[src/hdl/c2dsp_pkg.sv]
// shared types and constants for the 2d convolution block
// no dependencies; imported by every module of the block but c2dsp_ram
package c2dsp_pkg;

  localparam int MAX_HEIGHT   = 32;
  localparam int MAX_WIDTH    = 32;
  localparam int MAX_CHANNELS = 1024;

  localparam int ROW_W      = $clog2(MAX_HEIGHT);
  localparam int COL_W      = $clog2(MAX_WIDTH);
  localparam int CHAN_W     = $clog2(MAX_CHANNELS);
  localparam int ACC_ADDR_W = ROW_W + COL_W;
  localparam int ACC_DEPTH  = 1 << ACC_ADDR_W;

  localparam int HEIGHT_W   = 6;
  localparam int WIDTH_W    = 6;
  localparam int CFG_DATA_W = 11;
  localparam int CFG_IDX_W  = 2;

  localparam int MODE_W    = 2;
  localparam int TAP_IDX_W = 4;
  localparam int VALUE_W   = 32;
  localparam int PIX_W     = 16;
  localparam int SUM_W     = 48;
  localparam int PROD_W    = 32;
  localparam int PSUM_W    = 34;
  localparam int WSUM_W    = 36;
  localparam int TAPS      = 9;

  localparam int Q_DEPTH = 4;
  localparam int Q_PTR_W = $clog2(Q_DEPTH);
  localparam int Q_CNT_W = Q_PTR_W + 1;

  localparam logic [MODE_W-1:0] MODE_WEIGHT = 2'd0;
  localparam logic [MODE_W-1:0] MODE_BIAS   = 2'd1;
  localparam logic [MODE_W-1:0] MODE_PIXEL  = 2'd2;
  localparam logic [MODE_W-1:0] MODE_NONE   = 2'd3;

  localparam logic [CFG_IDX_W-1:0] CFG_HEIGHT   = 2'd0;
  localparam logic [CFG_IDX_W-1:0] CFG_WIDTH    = 2'd1;
  localparam logic [CFG_IDX_W-1:0] CFG_KERNEL   = 2'd2;
  localparam logic [CFG_IDX_W-1:0] CFG_CHANNELS = 2'd3;

  // win[i][j]: i = row (0 oldest), j = column (0 oldest)
  typedef logic [2:0][2:0][PIX_W-1:0] window_t;
  typedef logic [TAPS-1:0][PIX_W-1:0] taps_t;

  // one pixel's worth of work; omask bits: (r-1,c-1) (r-1,c) (r,c-1) (r,c)
  typedef struct packed {
    window_t          win;
    logic [ROW_W-1:0] row;
    logic [COL_W-1:0] col;
    logic [3:0]       omask;
    logic             last;
    logic             emit;
    logic             first;
    logic             k1x1;
  } job_t;

  typedef struct packed {
    logic [Q_CNT_W-1:0] count;
    logic               busy;
  } bstat_t;

  typedef struct packed {
    logic [ACC_ADDR_W-1:0] addr;
    logic [ROW_W-1:0]      row;
    logic [COL_W-1:0]      col;
    logic                  first;
    logic                  emit;
    logic                  last;
  } meta_t;

endpackage

[src/hdl/c2dsp_queue.sv]
// short job queue between front and back end
// depends on c2dsp_pkg
module c2dsp_queue (
  input  logic                            clk,
  input  logic                            rst,
  input  logic                            push,
  input  c2dsp_pkg::job_t                 push_job,
  input  logic                            pop,
  output c2dsp_pkg::job_t                 head,
  output logic [c2dsp_pkg::Q_CNT_W-1:0]   count
);
  import c2dsp_pkg::*;

  job_t               slots [Q_DEPTH];
  logic [Q_PTR_W-1:0] wr_ptr;
  logic [Q_PTR_W-1:0] rd_ptr;

  always_ff @(posedge clk) begin
    if (rst) begin
      wr_ptr <= '0;
      rd_ptr <= '0;
      count  <= '0;
    end else begin
      if (push) begin
        wr_ptr <= wr_ptr + 1'b1;
      end
      if (pop) begin
        rd_ptr <= rd_ptr + 1'b1;
      end
      case ({push, pop})
        2'b10:   count <= count + 1'b1;
        2'b01:   count <= count - 1'b1;
        default: count <= count;
      endcase
    end
  end

  always_ff @(posedge clk) begin
    if (push) begin
      slots[wr_ptr] <= push_job;
    end
  end

  assign head = slots[rd_ptr];

endmodule

[config.mk]
export PLATFORM = sky130hd
export DESIGN_NAME = c2dsp_queue
export DESIGN_NICKNAME = d
export VERILOG_FILES = /design/src/hdl/c2dsp_pkg.sv /design/src/hdl/c2dsp_queue.sv
export SDC_FILE = /design/constraint.sdc
export NUM_CORES = 1
export LEC_CHECK = 0
export ABC_AREA = 1
export BUFFER_PORTS_ARGS = -buffer_cell sky130_fd_sc_hd__buf_4
export CAP_MARGIN = 0
export CORE_ASPECT_RATIO = 0.75
export CORE_UTILIZATION = 45
export DETAILED_ROUTE_END_ITERATION = 7
export PLACE_DENSITY = 0.68
export SYNTH_ARGS = -nofsm -noshare
export SYNTH_HDL_FRONTEND = slang
export SYNTH_SLANG_ARGS = --single-unit
[constraint.sdc]
create_clock -name clk -period 12.45 [get_ports clk]
set_clock_uncertainty 0.05 [all_clocks]
set_input_delay 0.6225 -clock clk [delete_from_list [all_inputs] [get_ports clk]]
set_output_delay 0.6225 -clock clk [all_outputs]
set_load 0.01 [all_outputs]
==> run summary <==
GPL Wtd Cong - 0.753
# rows - 73
H-tree Lvls - 2
Post-Route WL - 55000 um
CTS tree - done
Crit-path max FO - 81
Fin. max-slew vios - 0
First-pass GRT wire length - 83000 um
Largest net degree at the start of global routing - 231
Met3 Use GR - 0.0499
Final WS setup - 8350 ps
Hold Path Origin - push_job[62]
Tcrit/Tclk final - 0.329
Grt peak-use layer - met2
CP endpoint kind - output port
Max-Cap Viols - 0
Synthesized instance count - 1622
Met2 usage - 0.323
Initial Util - 0.459
Antenna Nets Post-Route - 0
Wirelength per Cell - 20.5 um
Commonest non-fill, non-tap cell in the layout - edfxtp_1
Reg-to-reg endpoint - slots[2][128]
# resized after CTS - 0
Arr. time, crit path - 3420 ps
# Post-CTS Setup Buffers - 0
PD cells - 168 mW/mm^2
Synth top area cells - edfxtp_1, o21ai_0, nor2_1
Synth Area per Inst - 15.1 um^2
HP Class - in2reg
Critical path type - reg2out
RSZ-0062 raised after global routing - no
Gr usage total - 0.195
R2R setup slack - 9780 ps
Setup TNS - 0 ps
Yosys warns - 0
CP Capture Point - head[42]
Hold buffer count at CTS - 0
Worst skew pair latency - 610 ps
Fin area - 0.0293 mm^2
Initial antenna violation count - 4
Dpl ws - 8960 ps
Total clock buffers created by CTS - 60
Met1 GRT Util - 0.258
Worst R2R Start - wr_ptr[0]
# port buffers - 330
Number of global-route vias before repair - 14500
Synth-to-Final Area Change - 19.5%
DR pass1 iterations - 5
Placed Area - 0.0273 mm^2
Rel. slew slack - 0.299
Clk Tree Root Cell - clkbuf_16
Via count - 14500
Clock tree sinks - 657
Mapped Area - 0.0245 mm^2
Overall die width - 272 um
Share of cells above drive strength 1 - 0.224
CTS max path bufs - 3
Status - completed
Grt ovf - 0
NumNets Final - 2096
Top-Level Pins - 331
Clock Pin Slew Worst Setup and Hold Paths - 70 ps
Leak pwr - 0.0101 uW
Synthesized flop and latch total - 657
WP data required - 11780 ps
Type of origin of the critical path - flip-flop
Most frequent cells in the layout - edfxtp_1, buf_4, nor2_1
Synth unique cells - 24
Post-route DRC - 0
Worst-Margin Slew - 1050 ps
Die H - 204 um
Fmax - 0.244 GHz
Yosys top cell area share - 0.793
Vias per cell - 5.39
VDD IR max - 0.129 mV
Area leader, netlist - edfxtp_1
Initial DRC count - 1039
Core area - 0.0534 mm^2
# setup viols final - 0
R2r worst-path depth - 5
DPL Wire Length - 29900 um
Die footprint - 0.0555 mm^2
Register area share after synthesis - 0.801
WHS - 140 ps
Post-Syn Nets - 1794
Fin. Hold Viols - 0
Power Total - 4930 uW
Tmin final - 4100 ps
[worst min path at each step]
stage,to,slack [ps],depth (start not counted)
after floorplan,flip-flop,360,1
after global placement,flip-flop,390,1
after detailed placement,flip-flop,400,1
after CTS,slots[1][93],100,1
after global routing,slots[0][93],110,1
final,slots[1][62],140,1
[flip-flops by register name, indices dropped and copies added, names as in the netlist, named ones only]
name	cells
count	3
wr_ptr	2
rd_ptr	2
slots	648
[cell families after synthesis]
family,after synthesis,synth area share
compound gates,497,0.110
fa+ha+maj,6,0.00337
buf+inv,124,0.0342
flops,657,0.801
simple gates,338,0.0519
[metal layers]
layer | vias up | routed length (um)
met3 | 83 | 4040
met5 | - | 44
met1 | 7214 | 23300
li1 | 6748 | -
met2 | 417 | 26700
met4 | 6 | 902
[synth_stat cells]
master,n
a21oi_1,5
dfxtp_1,9
ha_1,5
clkbuf_2,13
nor2_1,327
fa_1,1
nand2_1,9
o21ai_1,24
buf_2,18
clkbuf_8,3
buf_8,9
o22ai_1,161
o22ai_2,1
o21ai_0,306
buf_12,2
inv_2,1
nand4_1,1
buf_4,2
nand3_1,1
clkbuf_1,39
inv_1,16
buf_6,20
edfxtp_1,648
inv_12,1
[critical path, stage by stage (launching register included)]
cell and delay (ps):
dfxtp_4 590, buf_4 570, buf_4 850, o21ai_0 210
o22ai_1 310, buf_4 200
[report_power, final]
| part | internal [uW] | total, uW | leakage (uW) | switching (uW) |
|---|---|---|---|---|
| logic | 184 | 479 | 0.00311 | 295 |
| clock network | 1110 | 1900 | 0.000994 | 792 |
| registers | 2530 | 2550 | 0.00603 | 22.8 |
| total | 3820 | 4930 | 0.0101 | 1110 |
[metrics by stage]
| step | utilization | cells |
|---|---|---|
| floorplan | - | 1622 |
| global placement | 0.511 | 2574 |
| detailed placement | 0.511 | 2574 |
| CTS | 0.549 | 2684 |
| global route | 0.549 | 2685 |
| finish | 0.549 | 2685 |
[layout make-up]
type | instances | area (um^2)
multi-input cells | 841 | 4050
flip-flops and latches | 657 | 19600
repair buffers | 346 | 2600
well taps | 712 | 891
fillers | 4290 | 24100
clock buffers | 79 | 1590
diodes | 1 | 2.50
clock inverters | 31 | 435
inverters | 18 | 103
No activity file was read; power rests on OpenSTA's default activity.
