`src/hdl/c2dsp_pkg.sv`:
```
// shared types and constants for the 2d convolution block
// no dependencies; imported by every module of the block but c2dsp_ram
package c2dsp_pkg;

  localparam int MAX_HEIGHT   = 32;
  localparam int MAX_WIDTH    = 32;
  localparam int MAX_CHANNELS = 1024;

  localparam int ROW_W      = $clog2(MAX_HEIGHT);
  localparam int COL_W      = $clog2(MAX_WIDTH);
  localparam int CHAN_W     = $clog2(MAX_CHANNELS);
  localparam int ACC_ADDR_W = ROW_W + COL_W;
  localparam int ACC_DEPTH  = 1 << ACC_ADDR_W;

  localparam int HEIGHT_W   = 6;
  localparam int WIDTH_W    = 6;
  localparam int CFG_DATA_W = 11;
  localparam int CFG_IDX_W  = 2;

  localparam int MODE_W    = 2;
  localparam int TAP_IDX_W = 4;
  localparam int VALUE_W   = 32;
  localparam int PIX_W     = 16;
  localparam int SUM_W     = 48;
  localparam int PROD_W    = 32;
  localparam int PSUM_W    = 34;
  localparam int WSUM_W    = 36;
  localparam int TAPS      = 9;

  localparam int Q_DEPTH = 4;
  localparam int Q_PTR_W = $clog2(Q_DEPTH);
  localparam int Q_CNT_W = Q_PTR_W + 1;

  localparam logic [MODE_W-1:0] MODE_WEIGHT = 2'd0;
  localparam logic [MODE_W-1:0] MODE_BIAS   = 2'd1;
  localparam logic [MODE_W-1:0] MODE_PIXEL  = 2'd2;
  localparam logic [MODE_W-1:0] MODE_NONE   = 2'd3;

  localparam logic [CFG_IDX_W-1:0] CFG_HEIGHT   = 2'd0;
  localparam logic [CFG_IDX_W-1:0] CFG_WIDTH    = 2'd1;
  localparam logic [CFG_IDX_W-1:0] CFG_KERNEL   = 2'd2;
  localparam logic [CFG_IDX_W-1:0] CFG_CHANNELS = 2'd3;

  // win[i][j]: i = row (0 oldest), j = column (0 oldest)
  typedef logic [2:0][2:0][PIX_W-1:0] window_t;
  typedef logic [TAPS-1:0][PIX_W-1:0] taps_t;

  // one pixel's worth of work; omask bits: (r-1,c-1) (r-1,c) (r,c-1) (r,c)
  typedef struct packed {
    window_t          win;
    logic [ROW_W-1:0] row;
    logic [COL_W-1:0] col;
    logic [3:0]       omask;
    logic             last;
    logic             emit;
    logic             first;
    logic             k1x1;
  } job_t;

  typedef struct packed {
    logic [Q_CNT_W-1:0] count;
    logic               busy;
  } bstat_t;

  typedef struct packed {
    logic [ACC_ADDR_W-1:0] addr;
    logic [ROW_W-1:0]      row;
    logic [COL_W-1:0]      col;
    logic                  first;
    logic                  emit;
    logic                  last;
  } meta_t;

endpackage

```
`src/hdl/c2dsp_ram.sv`:
```
// generic single-write, single-read ram with registered read data
// no dependencies
module c2dsp_ram #(
  parameter int WIDTH = 16,
  parameter int DEPTH = 32
) (
  input  logic                     clk,
  input  logic                     we,
  input  logic [$clog2(DEPTH)-1:0] waddr,
  input  logic [WIDTH-1:0]         wdata,
  input  logic                     re,
  input  logic [$clog2(DEPTH)-1:0] raddr,
  output logic [WIDTH-1:0]         rdata
);

  logic [WIDTH-1:0] mem [DEPTH];

  // read returns the old word when read and write hit the same address
  always_ff @(posedge clk) begin
    if (we) begin
      mem[waddr] <= wdata;
    end
    if (re) begin
      rdata <= mem[raddr];
    end
  end

endmodule

```
`src/hdl/c2dsp_front.sv`:
```
// front end: config registers, taps, bias, raster positions, line buffers, window
// depends on c2dsp_pkg and c2dsp_ram; hands one job per useful pixel to the queue
module c2dsp_front (
  input  logic                                 clk,
  input  logic                                 rst,
  input  logic                                 in_valid,
  output logic                                 in_stall,
  input  logic [c2dsp_pkg::MODE_W-1:0]         mode,
  input  logic [c2dsp_pkg::TAP_IDX_W-1:0]      tap_index,
  input  logic [c2dsp_pkg::VALUE_W-1:0]        value,
  input  logic                                 cfg_write,
  input  logic [c2dsp_pkg::CFG_IDX_W-1:0]      cfg_index,
  input  logic [c2dsp_pkg::CFG_DATA_W-1:0]     cfg_data,
  input  c2dsp_pkg::bstat_t                    bstat,
  output logic                                 push,
  output c2dsp_pkg::job_t                      push_job,
  output c2dsp_pkg::taps_t                     taps,
  output logic [c2dsp_pkg::VALUE_W-1:0]        bias
);
  import c2dsp_pkg::*;

  logic [HEIGHT_W-1:0]   height_reg;
  logic [WIDTH_W-1:0]    width_reg;
  logic                  k3_reg;
  logic [CFG_DATA_W-1:0] chans_reg;

  logic [ROW_W-1:0]  h_m1;
  logic [COL_W-1:0]  w_m1;
  logic [CHAN_W-1:0] ch_m1;

  logic [ROW_W-1:0]  row_pos;
  logic [COL_W-1:0]  col_pos;
  logic [CHAN_W-1:0] chan_pos;
  logic [ROW_W-1:0]  r;
  logic [COL_W-1:0]  c;
  logic              emit;
  logic [3:0]        omask;

  logic             acc;
  logic             pix_acc;
  logic             drained;
  logic [Q_CNT_W:0] fill;
  logic             room;

  logic             f1_valid;
  logic [PIX_W-1:0] f1_pix;
  logic [ROW_W-1:0] f1_row;
  logic [COL_W-1:0] f1_col;
  logic [3:0]       f1_mask;
  logic             f1_last;
  logic             f1_emit;
  logic             f1_first;
  logic             f1_k1x1;
  logic             f1_par;
  logic             f1_ok0;
  logic             f1_ok1;

  logic [MAX_WIDTH-1:0] line0_ok;
  logic [MAX_WIDTH-1:0] line1_ok;

  logic [PIX_W-1:0] line0_rd;
  logic [PIX_W-1:0] line1_rd;
  logic [PIX_W-1:0] line0_px;
  logic [PIX_W-1:0] line1_px;
  logic [PIX_W-1:0] top;
  logic [PIX_W-1:0] mid;
  window_t          window;
  window_t          window_next;

  // sizes out of range saturate
  always_comb begin
    if (height_reg == '0) begin
      h_m1 = '0;
    end else if (height_reg > HEIGHT_W'(MAX_HEIGHT)) begin
      h_m1 = ROW_W'(MAX_HEIGHT - 1);
    end else begin
      h_m1 = ROW_W'(height_reg - 1'b1);
    end
    if (width_reg == '0) begin
      w_m1 = '0;
    end else if (width_reg > WIDTH_W'(MAX_WIDTH)) begin
      w_m1 = COL_W'(MAX_WIDTH - 1);
    end else begin
      w_m1 = COL_W'(width_reg - 1'b1);
    end
    if (chans_reg == '0) begin
      ch_m1 = '0;
    end else if (chans_reg > CFG_DATA_W'(MAX_CHANNELS)) begin
      ch_m1 = CHAN_W'(MAX_CHANNELS - 1);
    end else begin
      ch_m1 = CHAN_W'(chans_reg - 1'b1);
    end
  end

  // positions left beyond a shrunk plane restart at zero
  assign r    = (row_pos > h_m1) ? '0 : row_pos;
  assign c    = (col_pos > w_m1) ? '0 : col_pos;
  assign emit = (chan_pos >= ch_m1);

  always_comb begin
    if (!k3_reg) begin
      omask = 4'b1000;
    end else begin
      omask[0] = (r != '0) && (c != '0);
      omask[1] = (r != '0) && (c == w_m1);
      omask[2] = (r == h_m1) && (c != '0);
      omask[3] = (r == h_m1) && (c == w_m1);
    end
  end

  assign drained = !f1_valid && (bstat.count == '0) && !bstat.busy;
  assign fill    = {1'b0, bstat.count} + {{Q_CNT_W{1'b0}}, f1_valid};
  assign room    = fill < (Q_CNT_W + 1)'(Q_DEPTH);

  // weights and bias wait for the back end to drain
  always_comb begin
    unique case (mode) inside
      MODE_WEIGHT, MODE_BIAS: in_stall = !drained;
      MODE_PIXEL:             in_stall = !room;
      default:                in_stall = 1'b0;
    endcase
  end

  assign acc     = in_valid && !in_stall;
  assign pix_acc = acc && (mode == MODE_PIXEL);

  always_ff @(posedge clk) begin
    if (rst) begin
      height_reg <= HEIGHT_W'(MAX_HEIGHT);
      width_reg  <= WIDTH_W'(MAX_WIDTH);
      k3_reg     <= 1'b1;
      chans_reg  <= CFG_DATA_W'(1);
      taps       <= '0;
      bias       <= '0;
      row_pos    <= '0;
      col_pos    <= '0;
      chan_pos   <= '0;
      f1_valid   <= 1'b0;
      line0_ok   <= '0;
      line1_ok   <= '0;
    end else begin
      if (cfg_write) begin
        unique case (cfg_index)
          CFG_HEIGHT:   height_reg <= cfg_data[HEIGHT_W-1:0];
          CFG_WIDTH:    width_reg  <= cfg_data[WIDTH_W-1:0];
          CFG_KERNEL:   k3_reg     <= cfg_data[0];
          CFG_CHANNELS: chans_reg  <= cfg_data;
          default: ;
        endcase
      end
      f1_valid <= pix_acc;
      if (acc) begin
        unique case (mode)
          MODE_WEIGHT: begin
            if (tap_index <= TAP_IDX_W'(TAPS - 1)) begin
              taps[tap_index] <= value[PIX_W-1:0];
            end
          end
          MODE_BIAS: begin
            bias     <= value;
            row_pos  <= '0;
            col_pos  <= '0;
            chan_pos <= '0;
          end
          MODE_PIXEL: begin
            // line words never written since reset read as zero
            if (r[0]) begin
              line1_ok[c] <= 1'b1;
            end else begin
              line0_ok[c] <= 1'b1;
            end
            if (c == w_m1) begin
              col_pos <= '0;
              if (r == h_m1) begin
                row_pos  <= '0;
                chan_pos <= emit ? '0 : chan_pos + 1'b1;
              end else begin
                row_pos <= r + 1'b1;
              end
            end else begin
              col_pos <= c + 1'b1;
            end
          end
          default: ;
        endcase
      end
    end
  end

  always_ff @(posedge clk) begin
    if (pix_acc) begin
      f1_pix   <= value[PIX_W-1:0];
      f1_row   <= r;
      f1_col   <= c;
      f1_mask  <= omask;
      f1_last  <= (r == h_m1) && (c == w_m1);
      f1_emit  <= emit;
      f1_first <= (chan_pos == '0);
      f1_k1x1  <= !k3_reg;
      f1_par   <= r[0];
      f1_ok0   <= line0_ok[c];
      f1_ok1   <= line1_ok[c];
    end
    if (f1_valid) begin
      window <= window_next;
    end
  end

  // one line buffer per row parity, both read at the current column
  c2dsp_ram #(.WIDTH(PIX_W), .DEPTH(MAX_WIDTH)) u_line0 (
    .clk   (clk),
    .we    (pix_acc && !r[0]),
    .waddr (c),
    .wdata (value[PIX_W-1:0]),
    .re    (pix_acc),
    .raddr (c),
    .rdata (line0_rd)
  );

  c2dsp_ram #(.WIDTH(PIX_W), .DEPTH(MAX_WIDTH)) u_line1 (
    .clk   (clk),
    .we    (pix_acc && r[0]),
    .waddr (c),
    .wdata (value[PIX_W-1:0]),
    .re    (pix_acc),
    .raddr (c),
    .rdata (line1_rd)
  );

  assign line0_px = f1_ok0 ? line0_rd : '0;
  assign line1_px = f1_ok1 ? line1_rd : '0;
  assign top      = f1_par ? line1_px : line0_px;
  assign mid      = f1_par ? line0_px : line1_px;

  always_comb begin
    for (int i = 0; i < 3; i++) begin
      window_next[i][0] = window[i][1];
      window_next[i][1] = window[i][2];
    end
    window_next[0][2] = top;
    window_next[1][2] = mid;
    window_next[2][2] = f1_pix;
  end

  assign push           = f1_valid && (f1_mask != '0);
  assign push_job.win   = window_next;
  assign push_job.row   = f1_row;
  assign push_job.col   = f1_col;
  assign push_job.omask = f1_mask;
  assign push_job.last  = f1_last;
  assign push_job.emit  = f1_emit;
  assign push_job.first = f1_first;
  assign push_job.k1x1  = f1_k1x1;

endmodule

```
`config.mk`:
```
export PLATFORM = sky130hd
export DESIGN_NAME = c2dsp_front
export DESIGN_NICKNAME = d
export VERILOG_FILES = /design/src/hdl/c2dsp_pkg.sv /design/src/hdl/c2dsp_ram.sv /design/src/hdl/c2dsp_front.sv
export SDC_FILE = /design/constraint.sdc
export NUM_CORES = 2
export LEC_CHECK = 0
export BUFFER_PORTS_ARGS = -buffer_cell sky130_fd_sc_hd__buf_2
export CAP_MARGIN = 20
export CORE_MARGIN = 2
export CORE_UTILIZATION = 60
export DETAILED_ROUTE_END_ITERATION = 12
export PLACE_DENSITY_LB_ADDON = 0.15
export SLEW_MARGIN = 20
export SYNTH_ARGS = -nofsm -noshare
export SYNTH_HDL_FRONTEND = slang
export SYNTH_HIERARCHICAL = 1
export SYNTH_SLANG_ARGS = --single-unit
```
`constraint.sdc`:
```
create_clock -name clk -period 7.6 [get_ports clk]
set_clock_uncertainty 0.1 [all_clocks]
set_input_delay 0.38 -clock clk [delete_from_list [all_inputs] [get_ports clk]]
set_output_delay 0.38 -clock clk [all_outputs]
set_load 0.005 [all_outputs]
```
==> impl_metrics.csv <==
group,metric,value,unit
synthesis,synth.area.top_cells,"edfxtp_1 61%, mux2i_1 11%, dfxtp_1 9.8%",
grt,grt_overflow_total,0,
hold_path,hold_path_end,"taps[53]$_SDFFE_PP0P_",
sta,period_minus_slack,5.91,ns
sta,finalCritPeriodShare,77.8,%
worst_setup_path,required,7.95,ns
detailed_routing,via_count,35437,
floorplan,die_width,315,µm
clock_network,htree_levels,4,
synthesis,synth.yosys.seq_area_share,71.1,%
detailed_routing,wire_per_inst,25.6,µm
power_and_ir_drop,switchingPower,3.48,mW
synthesis,synth_ff_type,"edfxtp_1",
power_and_ir_drop,p_leak,23.3,nW
floorplan,ioPinCount,399,
run,maxCapViolations,0,
place,io_buffers,398,
synthesis,synth_top_area_share,61.3,%
clock_network,cts_buffers,145,
sta,fin_setup_tns,0,ns
synthesis,async_flop_share,0,%
worst_setup_path,r2r_cells,18,
floorplan,die_area,99500,µm²
synthesis,synth_seq_cells,1473,
worst_setup_path,r2r_slack,1.69,ns
final_layout,final_nets,4471,
synthesis,ys_warn_count,6,
synthesis,synth_edf_count,1188,
synthesis,synth_largest_area_cell,"edfxtp_1",
grt,grt_first_pass_wirelength,215000,µm
power_and_ir_drop,switching_share,21.0,%
sta,timing.fmax,0.169,GHz
detailed_routing,drt-total-wl,148000,µm
worst_setup_path,path_class,"flip-flop to flip-flop",
final_layout,final_util,68.7,%
worst_setup_path,critPathArrivalTime,6.26,ns
sta,rsz0062_at_grt,"no",
worst_setup_path,worstPathMaxFanout,33,
hold_path,min_from,"tap_index[0]",
clock_network,root_buffer,"clkbuf_16",
detailed_routing,antenna_left,0,
power_and_ir_drop,comb_power_share,4.4,%
hold_path,hold_class,"input pin to flip-flop",
sta,worstMarginPinSlew,1.20,ns
sta,finalMaxSlewViolations,0,
grt,grt_max_degree,127,
floorplan,rows,114,
power_and_ir_drop,power.density,250,nW/µm²
hold_path,whs_path_depth,5,
clock_network,cts.sinks,1473,
grt,grt_pass1_vias,34077,
final_layout,layout_common_cells,"1188 x edfxtp_1, 633 x mux2i_1, 381 x buf_2, 295 x nand2_1, 284 x dfxtp_1",
synthesis,ys_types,74,
grt,antenna_found_initial,5,
final_layout,layout_commonest_cell,"edfxtp_1",
sta,setup_viol,0,
worst_setup_path,rr_startpoint,"width_reg[0]$_SDFFE_PP0P_",
floorplan,start_util,60.4,%
place,routabilityCongestion,0.865,
synthesis,synth_fp_nets,4051,
synthesis,syn_avg_cell_area,14.7,µm²
sta,finalHoldViolations,0,
clock_network,post_cts_buffers,0,
power_and_ir_drop,p_clk_share,42.7,%
place,place_hpwl,86800,µm
clock_network,cts_tree,"yes",
outcome,status,"finished clean",
sta,slew_headroom,19.0,%
worst_setup_path,r2r_end,"u_line0/rdata[1]$_DFFE_PP_",
worst_setup_path,cp-start-kind,"flip-flop",
final_layout,num-fill-cells,6546,
floorplan,core,96400,µm²
detailed_routing,drc,0,
floorplan,die_h,315,µm
clock_network,cts_buffer_depth,3,
final_layout,layout-area-overhead-vs-synth,13.9,%
clock_network,clk_pin_slew,0.06,ns
final_layout,final-seq-area,41400,µm²
clock_network,insertion_delay,0.75,ns
final_layout,drive_above_1_share,17.2,%
final_layout,top_regs,"u_line0/mem: 512 flops, u_line1/mem: 512 flops, taps: 144 flops",
detailed_routing,first_pass_iters,6,
power_and_ir_drop,p_seq_share,53.0,%
detailed_routing,via_per_inst,6.14,
detailed_routing,drt_iter0_markers,3766,
worst_setup_path,endpoint_kind,"flip-flop",
synthesis,synthCells,3955,
final_layout,multiInputGateArea,15300,µm²
power_and_ir_drop,internal_power,13.1,mW
grt,gr-usage-all-layers,29.2,%
power_and_ir_drop,ir_worst_vdd,0.228,mV
power_and_ir_drop,power.total,16.6,mW
synthesis,syn_area,58200,µm²
[power by group through the flow]
| stage | Combinational [mW] | Clock, mW | Sequential, mW |
|---|---|---|---|
| 6_report | 0.724 | 7.06 | 8.77 |
| 5_1_grt | 0.772 | 7.46 | 8.76 |
| 4_1_cts | 0.719 | 7.14 | 8.77 |
| 3_5_place_dp | 0.703 | 0 | 8.94 |
| 3_3_place_gp | 0.692 | 0 | 8.94 |
| 2_1_floorplan | 0.461 | 0 | 8.93 |
[routing by layer]
| layer | GRT usage, % | vias to the layer above | wire length [µm] | share of wire, % |
|---|---|---|---|---|
| met5 | 0 | - | 51 | 0.035 |
| met4 | 11.4 | 8 | 5270 | 3.6 |
| met3 | 5.61 | 284 | 11600 | 7.9 |
| met2 | 47.1 | 1586 | 71000 | 48 |
| met1 | 39.7 | 17727 | 59800 | 40 |
| li1 | - | 15832 | - | - |
[how the worst max path moves through the flow]
stage	startpoint	to	cells past startpoint
after floorplan	f1_valid$_SDFF_PP0_	row_pos[0]$_SDFFE_PP0P_	8
after global placement	width_reg[0]$_SDFFE_PP0P_	u_line0/rdata[2]$_DFFE_PP_	18
after detailed placement	width_reg[0]$_SDFFE_PP0P_	u_line0/rdata[2]$_DFFE_PP_	18
after CTS	width_reg[0]$_SDFFE_PP0P_	u_line0/rdata[2]$_DFFE_PP_	18
after global routing	width_reg[0]$_SDFFE_PP0P_	chan_pos[5]$_SDFFE_PP0P_	16
final	width_reg[0]$_SDFFE_PP0P_	u_line0/rdata[1]$_DFFE_PP_	18
[repair_timing]
action	4_1_cts	5_1_grt
hold endpoints to repair	133	0
gates resized for setup	0	0
hold buffers	38	0
[cells in the mapped netlist, types with 19 or more instances]
master / count
dfxtp_1: 285
a31oi_1: 45
nor3_1: 39
clkbuf_1: 133
a22oi_1: 133
buf_4: 43
mux2_2: 19
edfxtp_1: 1188
ha_1: 37
a22o_1: 66
inv_1: 30
mux2i_1: 633
a21oi_1: 224
nand3_1: 116
o21ai_0: 50
nor2_1: 283
nand2_1: 296
buf_2: 39
nand4_1: 40
[through the flow]
stage | hold WS (ns) | instance area (µm²) | instances | worst slack, ns
finish | 0.0649 | 66300 | 5770 | 1.69
global route | 0.0756 | 66300 | 5767 | 1.34
CTS | 0.0143 | 66200 | 5765 | 1.72
detailed placement | 0.328 | 61100 | 5464 | 1.79
global placement | 0.326 | 61100 | 5463 | 1.80
floorplan | 0.331 | 58200 | 3955 | 2.25
[area by class of cell]
| class | count | share of cell area, % |
|---|---|---|
| Inverter | 30 | 0.181 |
| Clock buffer | 188 | 5.95 |
| Multi-Input combinational cell | 2198 | 23.0 |
| Antenna cell | 3 | 0.0113 |
| Timing Repair Buffer | 527 | 4.84 |
| Tap cell | 1276 | 2.41 |
| Clock inverter | 75 | 1.12 |
| Sequential cell | 1473 | 62.5 |
[critical path, stage by stage (launching register included)]
cell and delay (ns):
dfxtp_1 0.35, inv_1 0.10, ha_1 0.19, nor3b_1 0.27, nand2_1 0.10, a221oi_1 0.38, ha_1 0.35, o211ai_1 0.18
a21oi_1 0.15, o21ai_2 0.39, nand2_1 0.25, inv_1 0.15, buf_4 0.38, and2_2 0.79, buf_4 0.51, a22o_1 0.22
nor3_1 0.05, a31oi_1 0.52, nand3_1 0.13
[kinds of logic after synthesis]
kind of cell,count (synthesis),synth area share [%]
xor+xnor,12,0.181
simple gates,895,6.99
mux,652,11.3
flops,1473,71.1
buf+inv,284,2.87
compound gates,600,6.78
fa+ha+maj,39,0.830
(Power assumes the default switching activity.)
